[src/serial_command_frame_parser_top_macros.svh]
// Assertion macros of the serial command frame parser, used by the replay engine.
`ifndef SERIAL_COMMAND_FRAME_PARSER_TOP_MACROS_SVH
`define SERIAL_COMMAND_FRAME_PARSER_TOP_MACROS_SVH

// Same-cycle implication, disabled while reset is high.
`define SCFP_ASSERT_IMP(label, clk, rst, ante, cons, msg) \
  label: assert property (@(posedge clk) disable iff (rst) (ante) |-> (cons)) \
    else $error(msg);

// Next-cycle implication, disabled while reset is high.
`define SCFP_ASSERT_NXT(label, clk, rst, ante, cons, msg) \
  label: assert property (@(posedge clk) disable iff (rst) (ante) |=> (cons)) \
    else $error(msg);

`endif

[src/scfp_pkg.sv]
// Shared constants and types of the serial command frame parser.
package scfp_pkg;

  localparam int BODY_DEPTH = 64;
  localparam int ADDR_W     = $clog2(BODY_DEPTH);
  localparam int CNT_W      = $clog2(BODY_DEPTH + 1);
  localparam int CMP_W      = (CNT_W > 8) ? CNT_W : 8;
  localparam int IDX_W      = 6;
  localparam int PAYLOAD_W  = 18;
  localparam int TDATA_W    = 24;

  localparam int QDEPTH   = 2;
  localparam int QPTR_W   = (QDEPTH > 1) ? $clog2(QDEPTH) : 1;
  localparam int QCNT_W   = $clog2(QDEPTH + 1);

  localparam logic [7:0] HDR_SOF       = 8'hF5;
  localparam logic [7:0] HDR_SYNC      = 8'h8A;
  localparam logic [7:0] BYTE_TERM     = 8'h26;
  localparam logic [7:0] BYTE_EOF      = 8'hFA;
  localparam logic [7:0] CMD_LONG_LO   = 8'h0C;
  localparam logic [7:0] CMD_LONG_HI   = 8'h0F;
  localparam logic [7:0] CMD_LONG_ADDR = 8'h20;

  localparam logic [15:0] SUM_SEED =
    16'(HDR_SOF) + 16'(HDR_SYNC) + 16'(BYTE_EOF) + 16'(BYTE_TERM);

  localparam logic [1:0] ST_OK       = 2'd0;
  localparam logic [1:0] ST_CKSUM    = 2'd1;
  localparam logic [1:0] ST_OVERFLOW = 2'd2;

  localparam logic [1:0] LVL_NONE = 2'd0;
  localparam logic [1:0] LVL_CHAN = 2'd1;
  localparam logic [1:0] LVL_ALL  = 2'd2;

  typedef struct packed {
    logic              en;
    logic [ADDR_W-1:0] addr;
    logic [7:0]        data;
  } store_wr_t;

  typedef struct packed {
    logic [1:0]       status;
    logic [CNT_W-1:0] count;
    logic [1:0]       level;
  } job_t;

endpackage

[src/serial_command_frame_parser_top.sv]
// Top level of the serial command frame parser: channel register, parser, queue, store, replay.
// Input: one byte per cycle; s_tready drops while the job queue is full, or while a body byte
// arrives before the previous frame's replay has finished reading the body store.
// The first result item follows the second checksum byte through the job queue and replay engine.
// Each replayed body byte takes a store read, an output load and a handshake.
// Reset (rst, synchronous, active high) clears the parser, queue, replay engine and channel
// register; the body store is not cleared and needs no clearing pass.
module serial_command_frame_parser_top import scfp_pkg::*; (
  input  logic               clk,
  input  logic               rst,
  input  logic               cfg_we,
  input  logic [1:0]         cfg_wdata,      // channel_index
  input  logic               s_tvalid,
  output logic               s_tready,
  input  logic [7:0]         s_tdata,        // [7:0] rx_byte
  output logic               m_tvalid,
  input  logic               m_tready,
  // [1:0] status, [9:2] body_byte, [15:10] body_index, [17:16] reconfig_level, rest zero
  output logic [TDATA_W-1:0] m_tdata,
  output logic               m_tlast         // last
);

  logic              [1:0] channel_index;
  logic                    q_push;
  logic                    q_full;
  logic                    q_empty;
  logic                    q_pop;
  job_t                    front_job;
  job_t                    head_job;
  store_wr_t               store_wr;
  logic [ADDR_W-1:0]       rd_addr;
  logic [7:0]              rd_data;
  logic                    replay_busy;
  logic [1:0]              out_status;
  logic [7:0]              out_byte;
  logic [IDX_W-1:0]        out_index;
  logic [1:0]              out_level;

  always_ff @(posedge clk) begin
    if (rst) begin
      channel_index <= 2'd0;
    end else if (cfg_we) begin
      channel_index <= cfg_wdata;
    end
  end

  scfp_front u_front (
    .clk           (clk),
    .rst           (rst),
    .channel_index (channel_index),
    .in_valid      (s_tvalid),
    .in_byte       (s_tdata),
    .in_ready      (s_tready),
    .back_busy     (replay_busy || !q_empty),
    .q_full        (q_full),
    .push          (q_push),
    .job           (front_job),
    .wr            (store_wr)
  );

  scfp_job_queue u_queue (
    .clk      (clk),
    .rst      (rst),
    .push     (q_push),
    .push_job (front_job),
    .full     (q_full),
    .pop      (q_pop),
    .empty    (q_empty),
    .head_job (head_job)
  );

  scfp_body_store u_store (
    .clk     (clk),
    .wr      (store_wr),
    .rd_addr (rd_addr),
    .rd_data (rd_data)
  );

  scfp_replay u_replay (
    .clk        (clk),
    .rst        (rst),
    .q_empty    (q_empty),
    .head_job   (head_job),
    .pop        (q_pop),
    .busy       (replay_busy),
    .rd_addr    (rd_addr),
    .rd_data    (rd_data),
    .out_valid  (m_tvalid),
    .out_ready  (m_tready),
    .out_status (out_status),
    .out_byte   (out_byte),
    .out_index  (out_index),
    .out_level  (out_level),
    .out_last   (m_tlast)
  );

  assign m_tdata = {{(TDATA_W - PAYLOAD_W){1'b0}}, out_level, out_index, out_byte, out_status};

endmodule

[src/scfp_front.sv]
// Frame parser: hunts headers, stores the body, checks the checksum, queues jobs.
module scfp_front import scfp_pkg::*; (
  input  logic       clk,
  input  logic       rst,
  input  logic [1:0] channel_index,
  input  logic       in_valid,
  input  logic [7:0] in_byte,
  output logic       in_ready,
  input  logic       back_busy,
  input  logic       q_full,
  output logic       push,
  output job_t       job,
  output store_wr_t  wr
);

  typedef enum logic [2:0] {
    PH_HUNT_F5 = 3'd0,
    PH_HUNT_8A = 3'd1,
    PH_LEN     = 3'd2,
    PH_DATA    = 3'd3,
    PH_WAIT_FA = 3'd4,
    PH_CHECK   = 3'd5
  } phase_t;

  localparam logic [7:0] CMD_ALL_A  = 8'h00;
  localparam logic [7:0] CMD_ALL_B  = 8'h05;
  localparam logic [7:0] CMD_ALL_C  = 8'h06;
  localparam logic [7:0] GRP_A_LO   = 8'h01;
  localparam logic [7:0] GRP_A_HI   = 8'h04;
  localparam logic [7:0] GRP_B_LO   = 8'h08;
  localparam logic [7:0] GRP_B_HI   = 8'h1F;
  localparam logic [7:0] GRP_C_LO   = 8'h21;
  localparam logic [7:0] GRP_C_HI   = 8'h24;

  function automatic logic [1:0] level_of(input logic [7:0] cmd, input logic [1:0] chan);
    logic [7:0] diff;
    logic       grp;
    diff = 8'h00;
    grp  = 1'b0;
    if (cmd == CMD_ALL_A || cmd == CMD_ALL_B || cmd == CMD_ALL_C || cmd == CMD_LONG_ADDR) begin
      return LVL_ALL;
    end
    if (cmd >= GRP_A_LO && cmd <= GRP_A_HI) begin
      grp  = 1'b1;
      diff = cmd - GRP_A_LO;
    end else if (cmd >= GRP_B_LO && cmd <= GRP_B_HI) begin
      grp  = 1'b1;
      diff = {6'b0, cmd[1:0]};
    end else if (cmd >= GRP_C_LO && cmd <= GRP_C_HI) begin
      grp  = 1'b1;
      diff = cmd - GRP_C_LO;
    end
    return (grp && diff == {6'b0, chan}) ? LVL_CHAN : LVL_NONE;
  endfunction

  phase_t           phase;
  logic [CNT_W-1:0] body_count;
  logic [7:0]       declared_length;
  logic [7:0]       checksum_high;
  logic             checksum_bytes_seen;
  logic [15:0]      sum;
  logic [7:0]       cmd;

  logic accept;
  logic is_term;
  logic store_full;
  logic sum_match;

  // The store is still being replayed while a job is queued or in progress.
  assign in_ready   = !q_full && !(phase == PH_DATA && back_busy);
  assign accept     = in_valid && in_ready;
  assign store_full = (body_count == CNT_W'(BODY_DEPTH));
  assign is_term    = (in_byte == BYTE_TERM) && (body_count != '0) &&
                      (CMP_W'(body_count) > CMP_W'(declared_length));
  assign sum_match  = (sum == {checksum_high, in_byte});

  always_comb begin
    wr.en   = accept && (phase == PH_DATA) && !is_term && !store_full;
    wr.addr = body_count[ADDR_W-1:0];
    wr.data = in_byte;
    push    = accept && (((phase == PH_DATA) && !is_term && store_full) ||
                         ((phase == PH_CHECK) && checksum_bytes_seen));
    job.count = body_count;
    if (phase == PH_DATA) begin
      job.status = ST_OVERFLOW;
      job.level  = LVL_NONE;
    end else if (sum_match) begin
      job.status = ST_OK;
      job.level  = level_of(cmd, channel_index);
    end else begin
      job.status = ST_CKSUM;
      job.level  = LVL_NONE;
    end
  end

  always_ff @(posedge clk) begin
    if (rst) begin
      phase               <= PH_HUNT_F5;
      body_count          <= '0;
      declared_length     <= '0;
      checksum_high       <= '0;
      checksum_bytes_seen <= 1'b0;
    end else if (accept) begin
      unique case (phase)
        PH_HUNT_8A: begin
          if (in_byte == HDR_SYNC) begin
            body_count      <= '0;
            declared_length <= '0;
            sum             <= SUM_SEED;
            phase           <= PH_DATA;
          end
        end
        PH_LEN: begin
          declared_length <= in_byte;
          sum             <= sum + {8'h00, in_byte};
          phase           <= PH_DATA;
        end
        PH_DATA: begin
          if (is_term) begin
            phase <= PH_WAIT_FA;
          end else if (store_full) begin
            phase               <= PH_HUNT_F5;
            checksum_bytes_seen <= 1'b0;
          end else begin
            sum        <= sum + {8'h00, in_byte};
            body_count <= body_count + CNT_W'(1);
            if (body_count == '0) begin
              cmd <= in_byte;
              if ((in_byte >= CMD_LONG_LO && in_byte <= CMD_LONG_HI) ||
                  in_byte == CMD_LONG_ADDR) begin
                phase <= PH_LEN;
              end
            end
          end
        end
        PH_WAIT_FA: begin
          if (in_byte == BYTE_EOF) begin
            checksum_bytes_seen <= 1'b0;
            phase               <= PH_CHECK;
          end
        end
        PH_CHECK: begin
          if (!checksum_bytes_seen) begin
            checksum_high       <= in_byte;
            checksum_bytes_seen <= 1'b1;
          end else begin
            checksum_bytes_seen <= 1'b0;
            phase               <= PH_HUNT_F5;
          end
        end
        default: begin
          phase <= (in_byte == HDR_SOF) ? PH_HUNT_8A : PH_HUNT_F5;
        end
      endcase
    end
  end

endmodule

[src/scfp_job_queue.sv]
// Short queue of replay and failure jobs between the parser and the replay engine.
module scfp_job_queue import scfp_pkg::*; (
  input  logic clk,
  input  logic rst,
  input  logic push,
  input  job_t push_job,
  output logic full,
  input  logic pop,
  output logic empty,
  output job_t head_job
);

  job_t              entries [QDEPTH];
  logic [QPTR_W-1:0] wr_ptr;
  logic [QPTR_W-1:0] rd_ptr;
  logic [QCNT_W-1:0] count;

  assign full     = (count == QCNT_W'(QDEPTH));
  assign empty    = (count == '0);
  assign head_job = entries[rd_ptr];

  always_ff @(posedge clk) begin
    if (push && !full) begin
      entries[wr_ptr] <= push_job;
    end
  end

  always_ff @(posedge clk) begin
    if (rst) begin
      wr_ptr <= '0;
      rd_ptr <= '0;
      count  <= '0;
    end else begin
      if (push && !full) begin
        wr_ptr <= (wr_ptr == QPTR_W'(QDEPTH - 1)) ? '0 : wr_ptr + QPTR_W'(1);
      end
      if (pop && !empty) begin
        rd_ptr <= (rd_ptr == QPTR_W'(QDEPTH - 1)) ? '0 : rd_ptr + QPTR_W'(1);
      end
      case ({push && !full, pop && !empty})
        2'b10:   count <= count + QCNT_W'(1);
        2'b01:   count <= count - QCNT_W'(1);
        default: count <= count;
      endcase
    end
  end

endmodule

[src/scfp_body_store.sv]
// Frame body memory: one write port, one registered read port.
module scfp_body_store import scfp_pkg::*; (
  input  logic              clk,
  input  store_wr_t         wr,
  input  logic [ADDR_W-1:0] rd_addr,
  output logic [7:0]        rd_data
);

  logic [7:0] mem [BODY_DEPTH];

  always_ff @(posedge clk) begin
    if (wr.en) begin
      mem[wr.addr] <= wr.data;
    end
    rd_data <= mem[rd_addr];
  end

endmodule

[src/scfp_replay.sv]
// Replay engine: turns queued jobs into result items, reading the body store.
`include "serial_command_frame_parser_top_macros.svh"

module scfp_replay import scfp_pkg::*; (
  input  logic              clk,
  input  logic              rst,
  input  logic              q_empty,
  input  job_t              head_job,
  output logic              pop,
  output logic              busy,
  output logic [ADDR_W-1:0] rd_addr,
  input  logic [7:0]        rd_data,
  output logic              out_valid,
  input  logic              out_ready,
  output logic [1:0]        out_status,
  output logic [7:0]        out_byte,
  output logic [IDX_W-1:0]  out_index,
  output logic [1:0]        out_level,
  output logic              out_last
);

  typedef enum logic [1:0] {
    ST_IDLE,
    ST_FETCH,
    ST_LOAD,
    ST_SHOW
  } state_t;

  state_t            state;
  job_t              cur;
  logic [ADDR_W-1:0] idx;

  assign pop     = (state == ST_IDLE) && !q_empty;
  assign busy    = (state != ST_IDLE);
  assign rd_addr = idx;

  always_ff @(posedge clk) begin
    if (rst) begin
      state     <= ST_IDLE;
      out_valid <= 1'b0;
    end else begin
      unique case (state)
        ST_IDLE: begin
          if (!q_empty) begin
            cur <= head_job;
            idx <= '0;
            if (head_job.status == ST_OK) begin
              state <= ST_FETCH;
            end else begin
              out_valid  <= 1'b1;
              out_status <= head_job.status;
              out_byte   <= 8'h00;
              out_index  <= '0;
              out_level  <= LVL_NONE;
              out_last   <= 1'b1;
              state      <= ST_SHOW;
            end
          end
        end
        ST_FETCH: begin
          state <= ST_LOAD;
        end
        ST_LOAD: begin
          out_valid  <= 1'b1;
          out_status <= ST_OK;
          out_byte   <= rd_data;
          out_index  <= IDX_W'(idx);
          out_level  <= cur.level;
          out_last   <= (CNT_W'(idx) + CNT_W'(1) == cur.count);
          state      <= ST_SHOW;
        end
        ST_SHOW: begin
          if (out_ready) begin
            out_valid <= 1'b0;
            if (out_last) begin
              state <= ST_IDLE;
            end else begin
              idx   <= idx + ADDR_W'(1);
              state <= ST_FETCH;
            end
          end
        end
        default: begin
          state <= ST_IDLE;
        end
      endcase
    end
  end

  `SCFP_ASSERT_IMP(a_fetch_in_body, clk, rst, state == ST_FETCH, CNT_W'(idx) < cur.count, "replay read past the stored body")
  `SCFP_ASSERT_IMP(a_fail_is_last, clk, rst, out_valid && out_status != ST_OK, out_last, "failure item without last")
  `SCFP_ASSERT_NXT(a_next_fetch, clk, rst, state == ST_SHOW && out_ready && !out_last, state == ST_FETCH, "replay did not move to the next byte")

endmodule
[config.mk]
export PLATFORM = sky130hd
export DESIGN_NAME = serial_command_frame_parser_top
export DESIGN_NICKNAME = d
export VERILOG_FILES = /design/src/scfp_pkg.sv /design/src/serial_command_frame_parser_top.sv /design/src/scfp_front.sv /design/src/scfp_job_queue.sv /design/src/scfp_body_store.sv /design/src/scfp_replay.sv
export VERILOG_INCLUDE_DIRS = /design/src /design/src/src
export SDC_FILE = /design/constraint.sdc
export NUM_CORES = 1
export LEC_CHECK = 0
export BUFFER_PORTS_ARGS = -buffer_cell sky130_fd_sc_hd__buf_2
export CAP_MARGIN = 20
export CORE_MARGIN = 3
export CORE_UTILIZATION = 65
export CTS_BUF_LIST = sky130_fd_sc_hd__clkbuf_8
export CTS_CLUSTER_DIAMETER = 80
export CTS_CLUSTER_SIZE = 28
export DETAILED_ROUTE_END_ITERATION = 12
export PLACE_DENSITY = 0.9
export SYNTH_ARGS = -nofsm -noshare
export SYNTH_HDL_FRONTEND = slang
export SYNTH_SLANG_ARGS = --single-unit
[constraint.sdc]
create_clock -name clk -period 4.6 [get_ports clk]
set_clock_uncertainty 0.2 [all_clocks]
set_input_delay 0.92 -clock clk [delete_from_list [all_inputs] [get_ports clk]]
set_output_delay 0.92 -clock clk [all_outputs]
set_load 0.01 [all_outputs]
==> results of run 1 <==
[layer usage]
metal  wire length (microns)  global-route usage  part of all wire
met4                    2338             0.09721             0.041
met3                    5705             0.04426              0.10
met5                       0                   0                 0
met2                   27670              0.4388              0.49
met1                   21040              0.3840              0.37
[worst max path at each step]
stage	startpoint	end	cells after the start
finish	u_front.body_count[2]$_SDFFE_PP0P_	u_store.mem[16][7]$_DFFE_PP_	9
global route	u_front.body_count[2]$_SDFFE_PP0P_	u_store.mem[10][7]$_DFFE_PP_	9
CTS	u_front.body_count[2]$_SDFFE_PP0P_	u_store.mem[16][6]$_DFFE_PP_	9
detailed placement	s_tdata[4]	u_store.mem[10][1]$_DFFE_PP_	9
global placement	s_tdata[4]	u_store.mem[7][0]$_DFFE_PP_	9
floorplan	s_tdata[1]	u_front.sum[0]$_SDFFCE_PN1P_	5
[area by class of cell]
cell class	instances	area (sq um)
sequential	637	18680
fill	2325	11770
multi-input combinational	771	6873
tap	518	648.1
timing repair buffer	76	520.5
clock buffer	27	371.6
inverter	32	120.1
clock inverter	22	112.6
antenna	3	7.507
[state kept, by name, indices dropped and copies added (netlist names), 2 cells and up, named ones only]
register and cells:
u_replay.out_index 6, u_replay.out_status 2, u_front.cmd 8, u_front.sum 16
u_front.phase 3, u_front.declared_length 8, u_store.rd_data 8, u_queue.entries 22
u_front.body_count 7, u_replay.out_byte 8, u_store.mem 512, u_replay.cur 9
u_replay.state 2, u_replay.out_level 2, u_front.checksum_high 8, channel_index 2
u_queue.count 2, u_replay.rd_addr 6
[kinds of logic (layout without fill, tap and decap cells)]
| logic type | after synthesis | in the layout | synth area share |
|---|---|---|---|
| flops | 637 | 637 | 0.7175 |
| simple gates | 299 | 299 | 0.05705 |
| mux | 218 | 218 | 0.1354 |
| compound gates | 185 | 185 | 0.04499 |
| buf+inv | 112 | 157 | 0.01942 |
| xor+xnor | 35 | 35 | 0.01178 |
| fa+ha+maj | 28 | 28 | 0.01375 |
| other cells | 1 | 9 | 0.0001441 |
[cells in the mapped netlist, drive strengths merged, types with 3 or more instances]
cell | instances | area (sq um)
inv | 32 | 120.1
and4 | 3 | 26.28
edfxtp | 592 | 17780
and2 | 21 | 131.4
nand2 | 35 | 131.4
o22ai | 6 | 37.54
nand3b | 10 | 78.82
a22oi | 9 | 67.56
clkbuf | 35 | 131.4
nor3b | 3 | 22.52
mux2i | 100 | 1001
o211ai | 5 | 37.54
nand2b | 8 | 50.05
ha | 27 | 337.8
nor2 | 126 | 473.0
mux2 | 12 | 135.1
a21oi | 46 | 234.0
mux4 | 106 | 2387
dfxtp | 45 | 900.9
xnor2 | 17 | 148.9
buf | 45 | 254.0
nand4 | 14 | 87.58
nor4b | 4 | 41.29
a21boi | 3 | 22.52
o21bai | 3 | 22.52
a21o | 4 | 30.03
a211oi | 6 | 45.04
nand3 | 18 | 90.09
or2 | 3 | 18.77
nor2b | 9 | 56.30
o221ai | 21 | 183.9
nor3 | 21 | 110.1
a31oi | 7 | 43.79
xor2 | 18 | 157.7
o21ai | 57 | 289.0
or3 | 8 | 50.05
nor4 | 4 | 25.02
and3 | 5 | 31.28
[worst max-delay path, cell delays in order, from the launching register on]
cell	delay (ps)
dfxtp_1	710
ha_1	360
nor2b_1	140
a221oi_1	290
o21ai_1	170
and4b_1	280
nor3_2	390
nand4_1	160
buf_4	240
nor2_1	640
[power breakdown]
group / internal, mW / switching (mW) / leakage [nW]
clock: 0.576 / 1.58 / 0.314
combinational: 0.194 / 0.349 / 2.76
sequential: 6.33 / 0.0208 / 5.73
total: 7.10 / 1.95 / 8.80
==> results.cfg, run 1 <==
[outcome]
status = complete, no violations

[critical_path]
r2r-start = u_front.body_count[2]$_SDFFE_PP0P_
crit_fanout = 18
r2r_setup_slack_ps = 610
reg2reg_to = u_store.mem[16][7]$_DFFE_PP_
cp.arrival_ps = 4050
worstSetupStartpointType = flip-flop
critPathKind = reg2reg
worst_setup_path_end_kind = flip-flop
r2r_cells = 9
cp.required_ps = 4660

[floorplan]
die_h_microns = 206.1
die_w_microns = 206.1
fp-row-count = 72
ioPinCount = 42
coreArea_sq_um = 39100
dieArea_sq_um = 42490
start_util = 0.6658

[worst_hold_path]
whs_endpoint = channel_index[0]$_SDFFE_PP0P_
whs_path_depth = 3
min_from = cfg_wdata[0]
hp-class = in2reg

[sta]
holdWs_ps = 291.2
setup_violations = 0
fmax_mhz = 250.8
hold_viol = 0
slew_headroom = 0.2835
fin_crit_ps = 3987
worst_pin_slew_ps = 1075
rsz0062_at_grt = no
min_period_over_period = 0.8667
tns_ps = 0
setup_slack_ps = 613.3
report.final.slew_viol_count = 0

[synthesis]
synth_enable_flop_cells = 592
syn-cell-area_sq_um = 26030
synth.ff_latch_count = 637
synthFlopType = edfxtp_1
synthArstFlopShare = 0
syn_area_per_cell_sq_um = 17.18
synth.yosys.seq_area_share = 0.7175
synth.distinct_cells = 67
synth_cells = 1515
synth_warnings = 0

[layout]
layout_common_cells = edfxtp_1, nor2_1, mux4_2
drive_gt1_frac = 0.1502
post-route-cell-area_sq_um = 27330
finalNetCount = 1588
utilization = 0.6991
area_growth_pct = 4.994
final_cells = 2086
final_common_cell = edfxtp_1

[placed_design]
dp_hpwl_microns = 36860
dpl_cell_area_sq_um = 26840
io_buffers = 35
gp_congestion = 0.9004
dp_slack_ps = 676.5
dp.cells = 2034

[grt]
grt_usage = 0.2715
gr-total-overflow = 0
grt_max_degree = 108
grt_pass1_vias = 13881
grt_pass1_wl_microns = 85770
antenna_found_initial = 4

[pwr]
vdd_ir_drop_max_mv = 0.2079
p_leak_nw = 8.803
power_density_nw_per_um2 = 331.2
power.total_mw = 9.052

[route]
drc = 0
via_count = 14136
first_pass_iters = 5
dr.first_iter.drc_count = 1751
routed_wl_microns = 56750
final_antenna_net_count = 0
viasPerCell = 6.777
wl_per_cell_microns = 27.20

[cts]
cts_setup_buffers = 0
cts_buffer_depth = 3
cts_tree = built
hold_buffers = 0
numCtsBuffers = 27
clock_latency_ps = 650
path_clk_slew_ps = 160
cts_sinks = 637
htree_levels = 1
cts_root_buffer = clkbuf_8
cts_resized = 0

[run]
drv_cap = 0
Power figures use the tool's default switching activity.
==> run 2: changes to the inputs <==
--- a/config.mk
+++ b/config.mk
@@ -14,7 +14,9 @@
 export CTS_CLUSTER_DIAMETER = 80
 export CTS_CLUSTER_SIZE = 28
 export DETAILED_ROUTE_END_ITERATION = 12
+export GPL_ROUTABILITY_DRIVEN = 1
 export PLACE_DENSITY = 0.9
 export SYNTH_ARGS = -nofsm -noshare
 export SYNTH_HDL_FRONTEND = slang
+export SYNTH_HIERARCHICAL = 1
 export SYNTH_SLANG_ARGS = --single-unit
==> run 2 against run 1 <==
Setup slack got worse by 250 ps. Final cell count increased by 2.5%. Design area rose by 1.7%. Critical endpoint is now u_store/mem[38][2]$_DFFE_PP_.
==> results.cfg, run 2 <==
[grt]
gr-total-overflow = 0
grt_usage = 0.2719
grt_max_degree = 81
antenna_found_initial = 1
grt_pass1_wl_microns = 89400
grt_pass1_vias = 14543

[synthesis]
syn_area_per_cell_sq_um = 17.10
yosys.area.top_type = edfxtp_1
synth_warnings = 6
synth.distinct_cells = 82
synthTopCellsByArea = edfxtp_1, mux4_2, dfxtp_1, nor2_1, ha_1
syn-cell-area_sq_um = 26320
synth_cells = 1539
synthFlopType = edfxtp_1
synth.most_common_cell = edfxtp_1
synth.yosys.seq_area_share = 0.7098
synth_common_cells = edfxtp_1, nor2_1, mux4_2, nand2_1, dfxtp_1
synth_enable_flop_cells = 592
synth.ff_latch_count = 637
synthArstFlopShare = 0
synth_top_cell_area_share = 0.6755

[layout]
finalNetCount = 1634
top_register = u_store/mem
reg.largest.list = u_store/mem: 512 flops, u_queue/entries: 22 flops, u_front/sum: 16 flops
regArea_sq_um = 18680
final_cells = 2139
largest_reg_flops = 512
multi_input_comb_area_sq_um = 6990
layout_common_cells = edfxtp_1, nor2_1, mux4_2
drive_gt1_frac = 0.1916
n_fill_cell = 2358
area_growth_pct = 5.620
utilization = 0.6979
post-route-cell-area_sq_um = 27790
final_common_cell = edfxtp_1

[cts]
cts_buffer_depth = 3
path_clk_slew_ps = 150
cts_resized = 0
cts_sinks = 637
cts_root_buffer = clkbuf_8
cts_setup_buffers = 0
hold_buffers = 0
htree_levels = 1
cts_tree = built
clock_latency_ps = 700
numCtsBuffers = 28

[critical_path]
worst_setup_path_end_kind = flip-flop
crit_fanout = 14
r2r_cells = 11
cp.arrival_ps = 4390
cp.required_ps = 4750
critPathKind = reg2reg
worstSetupStartpointType = flip-flop
r2r-start = u_front/body_count[0]$_SDFFE_PP0P_
reg2reg_to = u_store/mem[38][2]$_DFFE_PP_
r2r_setup_slack_ps = 370
crit_path_start = u_front/body_count[0]$_SDFFE_PP0P_

[sta]
setup_violations = 0
hold_viol = 0
fmax_mhz = 236.3
worst_pin_slew_ps = 957.9
holdWs_ps = 250.9
setup_slack_ps = 367.5
report.final.slew_viol_count = 0
slew_headroom = 0.3614
rsz0062_at_grt = no
tns_ps = 0
fin_crit_ps = 4232
min_period_over_period = 0.9201

[pwr]
p_leak_nw = 8.955
p_comb_frac = 0.163
vdd_ir_drop_max_mv = 0.2457
switching_share = 0.2601
power_density_nw_per_um2 = 377.8
p_clk_frac = 0.220
internal_power_mw = 7.770
power_frac_seq = 0.617
p_switching_mw = 2.731
power.total_mw = 10.50

[route]
dr.first_iter.drc_count = 2331
wl_per_cell_microns = 27.68
routed_wl_microns = 59200
final_antenna_net_count = 0
via_count = 14844
wl_met2_microns = 29040
top_layer = met4
dr_wl_met3_microns = 7040
first_pass_iters = 6
viasPerCell = 6.940
wl_met1_microns = 20840
drc = 0

[run]
drv_cap = 0

[placed_design]
gp_congestion = 0.9407
io_buffers = 35
dpl_cell_area_sq_um = 27230
dp_hpwl_microns = 38420
dp.cells = 2085
dp_slack_ps = 222.6

[floorplan]
coreArea_sq_um = 39820
start_util = 0.6608
ioPinCount = 42
die_h_microns = 207.2
fp-row-count = 73
die_w_microns = 207.2
dieArea_sq_um = 42940

[worst_hold_path]
hp-class = in2reg
min_from = cfg_wdata[1]
whs_endpoint = channel_index[1]$_SDFFE_PP0P_
whs_path_depth = 3

[outcome]
status = complete, no violations
## run 2: cell count changes after synthesis, moves of 16 or more
cell     change
nand3_1     +16
mux4_2      +18
nor2_1      +20
buf_4       +16
o21ai_0     -23
o22ai_1     +17
a21oi_1     -18
mux2i_1     -70
## run 2: layout make-up
| type | instances | area share |
|---|---|---|
| clock inverters | 23 | 0.005627 |
| flip-flops and latches | 637 | 0.6720 |
| diodes | 1 | 0.00009003 |
| inverters | 38 | 0.005132 |
| well taps | 525 | 0.02363 |
| repair buffers | 106 | 0.02764 |
| multi-input cells | 780 | 0.2515 |
| clock buffers | 29 | 0.01436 |
## run 2: power by group through the flow
| stage | clock network [mW] | logic (mW) | registers (mW) |
|---|---|---|---|
| 2_1_floorplan | 0 | 1.21 | 6.57 |
| 3_3_place_gp | 0 | 1.60 | 6.60 |
| 3_5_place_dp | 0 | 1.68 | 6.61 |
| 4_1_cts | 2.32 | 1.69 | 6.48 |
| 5_1_grt | 2.52 | 1.81 | 6.49 |
| 6_report | 2.31 | 1.72 | 6.48 |
## run 2: worst max path at each step
| stage | endpoint | slack [ps] | depth (start not counted) |
|---|---|---|---|
| after floorplan | u_front/sum[0]$_SDFFCE_PN1P_ | 620 | 4 |
| after global placement | u_store/mem[36][4]$_DFFE_PP_ | 430 | 10 |
| after detailed placement | u_store/mem[37][3]$_DFFE_PP_ | 220 | 10 |
| after CTS | u_store/mem[37][5]$_DFFE_PP_ | 430 | 11 |
| after global routing | u_store/mem[36][2]$_DFFE_PP_ | 100 | 11 |
| final | u_store/mem[38][2]$_DFFE_PP_ | 370 | 11 |
## run 2: worst max-delay path, cell delays in order, from the launching register on
cell	delay, ps
dfxtp_1	630
inv_1	220
ha_1	340
nand2_1	70
o311a_1	300
o2111a_1	210
nor3_1	260
nand2_1	160
inv_1	250
nand2_1	120
or3_1	510
nor2_1	600
## run 2: cell families (layout without fill, tap and decap cells)
kind of cell / Yosys count / count (layout) / synth area share
xor gates and xnor gates: 36 / 36 / 0.01198
buffers and inverters: 127 / 196 / 0.02568
AOI/OAI and AO/OA: 172 / 172 / 0.04527
and+or+nand+nor: 372 / 372 / 0.07089
muxes: 166 / 166 / 0.1227
other: 1 / 7 / 0.0001425
DFF: 637 / 637 / 0.7098
adders and majority gates: 28 / 28 / 0.01360
## run 2: routing by layer
| metal | GRT usage | vias to the layer above |
|---|---|---|
| li1 | - | 6117 |
| met1 | 0.3864 | 7407 |
| met2 | 0.4466 | 1164 |
| met3 | 0.04473 | 156 |
| met4 | 0.08099 | 0 |
| met5 | 0 | - |
